==> config.mk <==
export PLATFORM = sky130hd
export DESIGN_NAME = qpid_mix
export DESIGN_NICKNAME = d
export VERILOG_FILES = /design/src/rtl/qpid_pkg.sv /design/src/rtl/qpid_mix.sv
export SDC_FILE = /design/constraint.sdc
export NUM_CORES = 1
export LEC_CHECK = 0
export BUFFER_PORTS_ARGS = -buffer_cell sky130_fd_sc_hd__buf_4
export CAP_MARGIN = 10
export CELL_PAD_IN_SITES_DETAIL_PLACEMENT = 0
export CELL_PAD_IN_SITES_GLOBAL_PLACEMENT = 1
export CORE_ASPECT_RATIO = 1.2
export CORE_MARGIN = 1.5
export CORE_UTILIZATION = 45
export DETAILED_ROUTE_END_ITERATION = 10
export GPL_TIMING_DRIVEN = 0
export PLACE_DENSITY_LB_ADDON = 0.1
export SYNTH_ARGS = -nofsm -noshare
export SYNTH_HDL_FRONTEND = slang
export SYNTH_SLANG_ARGS = --single-unit
export TNS_END_PERCENT = 30
==> constraint.sdc <==
create_clock -name vclk -period 10.6
set_input_delay 1.06 -clock vclk [all_inputs]
set_output_delay 1.06 -clock vclk [all_outputs]
set_load 0.05 [all_outputs]
==> src/rtl/qpid_pkg.sv <==
// Shared types, widths, codes and reset values for the three-axis PID mixer.
// Used by the channel interfaces, the lanes, the mixer and the top level.
`timescale 1ns / 1ps

package qpid_pkg;

  localparam int NUM_AXES  = 3;
  localparam int GAIN_W    = 16;
  localparam int MEAS_W    = 16;
  localparam int ERR_W     = MEAS_W + 1;
  localparam int DIFF_W    = ERR_W + 1;
  localparam int SUM_W     = 32;
  localparam int CORR_W    = 12;
  localparam int MOTOR_W   = 12;
  localparam int CFG_IDX_W = 3;
  localparam int CFG_DAT_W = 16;

  localparam int PROD_P_W  = GAIN_W + 1 + ERR_W;
  localparam int PROD_I_W  = GAIN_W + 1 + SUM_W;
  localparam int PROD_D_W  = GAIN_W + 1 + DIFF_W;
  localparam int RAW_W     = PROD_I_W + 1;
  localparam int FRAC_W    = 8 + 8;
  localparam int Q_W       = RAW_W - FRAC_W;
  localparam int MIX_W     = MOTOR_W + 3;

  localparam logic signed [SUM_W-1:0] SUM_MAX = {1'b0, {(SUM_W-1){1'b1}}};
  localparam logic signed [SUM_W-1:0] SUM_MIN = {1'b1, {(SUM_W-1){1'b0}}};

  // configuration register indexes
  typedef enum logic [CFG_IDX_W-1:0] {
    CFG_PROP_GAIN  = 3'd0,
    CFG_INTEG_GAIN = 3'd1,
    CFG_DERIV_GAIN = 3'd2,
    CFG_OUT_LOW    = 3'd3,
    CFG_OUT_HIGH   = 3'd4,
    CFG_MOTOR_LOW  = 3'd5,
    CFG_MOTOR_HIGH = 3'd6
  } cfg_index_t;

  localparam logic [GAIN_W-1:0]         PROP_GAIN_RST  = 16'd256;
  localparam logic [GAIN_W-1:0]         INTEG_GAIN_RST = 16'd0;
  localparam logic [GAIN_W-1:0]         DERIV_GAIN_RST = 16'd1280;
  localparam logic signed [CORR_W-1:0]  OUT_LOW_RST    = -12'sd500;
  localparam logic signed [CORR_W-1:0]  OUT_HIGH_RST   = 12'sd500;
  localparam logic [MOTOR_W-1:0]        MOTOR_LOW_RST  = 12'd1000;
  localparam logic [MOTOR_W-1:0]        MOTOR_HIGH_RST = 12'd2000;

  typedef struct packed {
    logic [GAIN_W-1:0]        prop_gain;
    logic [GAIN_W-1:0]        integ_gain;
    logic [GAIN_W-1:0]        deriv_gain;
    logic signed [CORR_W-1:0] out_low;
    logic signed [CORR_W-1:0] out_high;
  } gains_t;

  typedef struct packed {
    logic [MOTOR_W-1:0] low;
    logic [MOTOR_W-1:0] high;
  } motor_lim_t;

  // take: an item enters the lane front (state update); adv: pipeline moves
  typedef struct packed {
    logic take;
    logic adv;
  } lane_ctl_t;

  typedef struct packed {
    logic [MOTOR_W-1:0]       motor_front_left;
    logic [MOTOR_W-1:0]       motor_front_right;
    logic [MOTOR_W-1:0]       motor_rear_right;
    logic [MOTOR_W-1:0]       motor_rear_left;
    logic signed [CORR_W-1:0] pitch_trim;
    logic signed [CORR_W-1:0] roll_trim;
    logic signed [CORR_W-1:0] yaw_trim;
  } out_data_t;

endpackage

==> src/rtl/qpid_mix.sv <==
// X-frame motor mixer: combines throttle with the three lane corrections
// and clamps each motor to the configured range. Depends on qpid_pkg.
`timescale 1ns / 1ps

module qpid_mix import qpid_pkg::*; (
  input  logic [MOTOR_W-1:0]       throttle,
  input  logic signed [CORR_W-1:0] pitch,
  input  logic signed [CORR_W-1:0] roll,
  input  logic signed [CORR_W-1:0] yaw,
  input  motor_lim_t               lim,
  output out_data_t                data
);

  logic signed [MIX_W-1:0] thr;
  logic signed [MIX_W-1:0] p;
  logic signed [MIX_W-1:0] r;
  logic signed [MIX_W-1:0] y;
  logic signed [MIX_W-1:0] lo;
  logic signed [MIX_W-1:0] hi;

  // low clamp first, high clamp last
  function automatic logic [MOTOR_W-1:0] motor_clamp(
    input logic signed [MIX_W-1:0] v,
    input logic signed [MIX_W-1:0] lo_v,
    input logic signed [MIX_W-1:0] hi_v
  );
    logic signed [MIX_W-1:0] t;
    t = (v < lo_v) ? lo_v : v;
    t = (t > hi_v) ? hi_v : t;
    return t[MOTOR_W-1:0];
  endfunction

  assign thr = {{(MIX_W-MOTOR_W){1'b0}}, throttle};
  assign p   = {{(MIX_W-CORR_W){pitch[CORR_W-1]}}, pitch};
  assign r   = {{(MIX_W-CORR_W){roll[CORR_W-1]}}, roll};
  assign y   = {{(MIX_W-CORR_W){yaw[CORR_W-1]}}, yaw};
  assign lo  = {{(MIX_W-MOTOR_W){1'b0}}, lim.low};
  assign hi  = {{(MIX_W-MOTOR_W){1'b0}}, lim.high};

  always_comb begin
    data.motor_front_left  = motor_clamp(thr - p - r - y, lo, hi);
    data.motor_front_right = motor_clamp(thr - p + r + y, lo, hi);
    data.motor_rear_right  = motor_clamp(thr + p + r - y, lo, hi);
    data.motor_rear_left   = motor_clamp(thr + p - r + y, lo, hi);
    data.pitch_trim        = pitch;
    data.roll_trim         = roll;
    data.yaw_trim          = yaw;
  end

endmodule

== Word level (Yosys, flattened, before mapping) ==
Index checks and enable logic that the tools add are counted.
Word-level totals
  word-level logic and storage cells: 26
  bits in read-only memories: 0
  memory bits (writable): 0
  bits in registers: 0
  input port bits: 72
  output and inout bits: 84
  memories: 0
  bits in latches: 0
Operators by class
  shifts and indexed selects: 0
  reductions and logical operators: 0
  bitwise gates (word level): 0
  add/subtract/negate cells: 10
  div/mod/pow operators: 0
  eq/ne operators: 0
  multiply operators: 0
  muxes and demuxes: 8
  order comparisons: 8
Operator list (count)
  $gt A15 B13 Y1: 4
  $lt A15 B13 Y1: 4
  $mux W15: 4
  $mux W12: 4
  $add A14 B12 Y15: 2
  $add A15 B12 Y15: 2
  $sub A14 B12 Y15: 2
  $sub A15 B12 Y15: 2
  $add A13 B12 Y14: 1
  $sub A13 B12 Y14: 1

== Depth between registers and ports, before layout ==
  depth in word-level cells: 7
  gate-level depth with buffers: 38
  gate-level depth less buffers: 34

== Worst setup path before layout ==
No wires, ideal clock.
  path type: input to output
  from: input pitch[1]
  to: output data[48] (netlist name)
  arrival: 8.816 ns
  cell stages on the path: 32
  setup slack: 0.724 ns
  buffers on the path: 3
  required time: 9.540 ns
  path through: inv_1 -> ha_1 -> nand2b_1 -> a21oi_1 -> o21ai_0 -> a21oi_1 -> o21a_1 -> xnor2_1 -> fa_1 -> ha_1 -> a2111oi_0 -> o21ai_0 -> and2_1 -> a21oi_1 -> xor2_1 -> ha_1 -> and4_1 -> a221o_1 -> a2111oi_2 -> ha_1 -> clkbuf_1 -> clkbuf_1 -> mux2_2 -> ha_1 -> a2111oi_0 -> a211o_1 -> a31oi_1 -> or3_1 -> a22oi_2 -> nor2_2 -> buf_6 -> mux2i_1
RTL lines
  from (decl): line qpid_mix.sv:7  | input logic signed [CORR_W-1:0] pitch,
  to (decl): line qpid_mix.sv:11  | output out_data_t data

==> impl_results.md <==
- Status: complete, no violations
- Cell taking the most area after synthesis: ha_1
- Seq_cells: 0
- DRT iter0 DRCs: 463
- Yosys cell types: 71
- Initial antenna violation count: 0
- Area growth from synthesis to layout: 20.7%
- Hold Path Class: primary input to output port
- Mapped cell area: 8670 µm²
- Die Y-Extent: 155 µm
- Tcrit/Tclk final: 96.5%
- Pin count of the biggest net entering global routing: 11
- Synth warn: 0
- Critical path class: primary input to output port
- Vias in the first global route: 7,717
- Slowest cell on crit path: or4_4
- Crit. End Element: output port
- Vias post-DR: 8,007
- RePlAce Congestion: 0.931
- Antenna viol nets, final: 0
- Final Non-Filler Cells: 1,465
- DR vias/cell: 5.47
- Final setup violating endpoints: 0
- Die area: 20,100 µm²
- Cell family with most CP delay: compound AO/OA/AOI/OAI gates
- Final WL: 25,200 µm
- Site Rows: 55
- Global-route wire length before repair: 39,800 µm
- Die Width: 130 µm
- Critical path buffers and inverters: 5
- Area of the multi-input gates: 8090 µm²
- Post-route DRC: 0
- Slew @ Worst Pin: 0.684 ns
- Upper clock frequency limit: 97.8 MHz
- CP startpoint: throttle[0]
- Pre-antenna DRT Iters: 7
- Hold Fails Final Rpt: 0
- Gr usage total: 24.9%
- Core Area: 18,900 µm²
- FF/Latch Area: 0 µm²
- Register area share after synthesis: 0%
- Worst hold start: pitch[8]
- Dpl cells: 1,456
- CP peak stage delay: 0.54 ns
- # IOs: 156
- Number of fill cells in the layout: 1,862
- Post-layout util: 55.5%
- Mean Syn Cell Area: 8.30 µm²
- Total global routing overflow: 0
- Rel. slew slack: 54.2%
- Syn Nets: 1,347
- Share of post-route cells with drive strength above 1: 27.2%
- Antenna Cells: 0
- Initial Util: 46.0%
- Max Slew Vio Count: 0
- Port Buffers: 156
- Final #Nets: 1,514
- Max_cap viols: 0
- HPWL after DPL: 22,400 µm
- CP Max Fanout: 10
- Fin crit period: 10.23 ns
- Yosys top cell area share: 24.8%
- Cells after Synth: 1,044
- Routed len/inst: 17.2 µm
- Critical Path AT: 9.17 ns
- Worst setup SP type: primary input
- Synth area leaders: ha_1 (25%), fa_1 (14%), mux2_2 (6.8%)
- Clkbuf count: 0
- WP data required: 9.54 ns
tightest hold or removal path, stage by stage:
cell and delay, ns:
buf_4 0.09, buf_4 0.09, buf_4 0.18
per-layer routing:
| layer | wire (µm) | track usage (%) | vias to the layer above | share of wire (%) |
|---|---|---|---|---|
| li1 | - | - | 4035 | - |
| met1 | 10800 | 31.4 | 3777 | 43 |
| met2 | 13100 | 47.4 | 161 | 52 |
| met3 | 732 | 0.481 | 34 | 2.9 |
| met4 | 556 | 3.97 | 0 | 2.2 |
| met5 | 0 | 0 | - | 0 |
Yosys cell counts (12+ instances only):
| cell type | count |
|---|---|
| a211oi_1 | 12 |
| buf_4 | 36 |
| nor3_1 | 16 |
| o21a_1 | 17 |
| a21o_1 | 31 |
| inv_1 | 113 |
| nand3_1 | 15 |
| xor2_1 | 25 |
| xnor2_1 | 54 |
| mux2_4 | 18 |
| ha_1 | 172 |
| nor2b_1 | 20 |
| nand2b_1 | 14 |
| a21oi_1 | 86 |
| fa_1 | 59 |
| nor2_1 | 61 |
| nand2_1 | 41 |
| mux2_2 | 52 |
| o21ai_0 | 38 |
area by class of cell:
type / instances / share of cell area [%]
timing repair buffer: 169 / 12.1
inverter: 114 / 4.10
multi-input combinational: 876 / 77.3
buffer: 50 / 3.44
tap: 256 / 3.06
kinds of logic after synthesis:
kind of cell / count (synthesis) / synth area share, %
AO/OA/AOI/OAI: 275 / 21.1
XOR/XNOR: 79 / 7.98
adder cells (fa/ha/maj): 236 / 39.0
buffers and inverters: 168 / 9.09
multiplexers: 80 / 11.0
AND/OR/NAND/NOR: 206 / 11.8
metrics by stage:
step	TNS (ns)	area [µm²]	hold WS, ns	setup slack [ns]
3_3_place_gp	-14.04	10200	2.48	-0.826
3_5_place_dp	-13.00	10200	2.48	-0.739
6_report	0	10500	2.48	0.371
4_1_cts	0	10200	2.48	0.0331
5_1_grt	-0.309	10500	2.49	-0.0420
2_1_floorplan	0	8670	2.29	0.724
timing repair:
action | 4_1_cts | 5_1_grt
pin swaps | 0 | 11
buffers inserted | 0 | 13
hold buffers | 0 | 0
endpoints found under the setup margin | 34 | 48
gates resized for setup | 12 | 47
layout by cell type (no fill, tap or decap), types with 18 or more instances in the layout:
master	Yosys	layout
xor2_1	25	22
o21ai_0	38	35
nand2_1	41	41
fa_1	59	59
buf_4	36	207
mux2_4	18	18
nor2b_1	20	20
inv_1	113	112
mux2_2	52	52
xnor2_1	54	50
a21o_1	31	31
a21oi_1	86	77
nor2_1	61	61
ha_1	172	167
path summary, 6_finish.rpt:
| path | to | slack (ns) | cells past startpoint |
|---|---|---|---|
| setup / recovery | data[53] | 0.37 | 35 |
| hold / removal | data[32] | 2.48 | 3 |
Power is left out: the tool's default activity adds up to more than one toggle a clock period on the data nets, which glitch-free logic cannot reach.
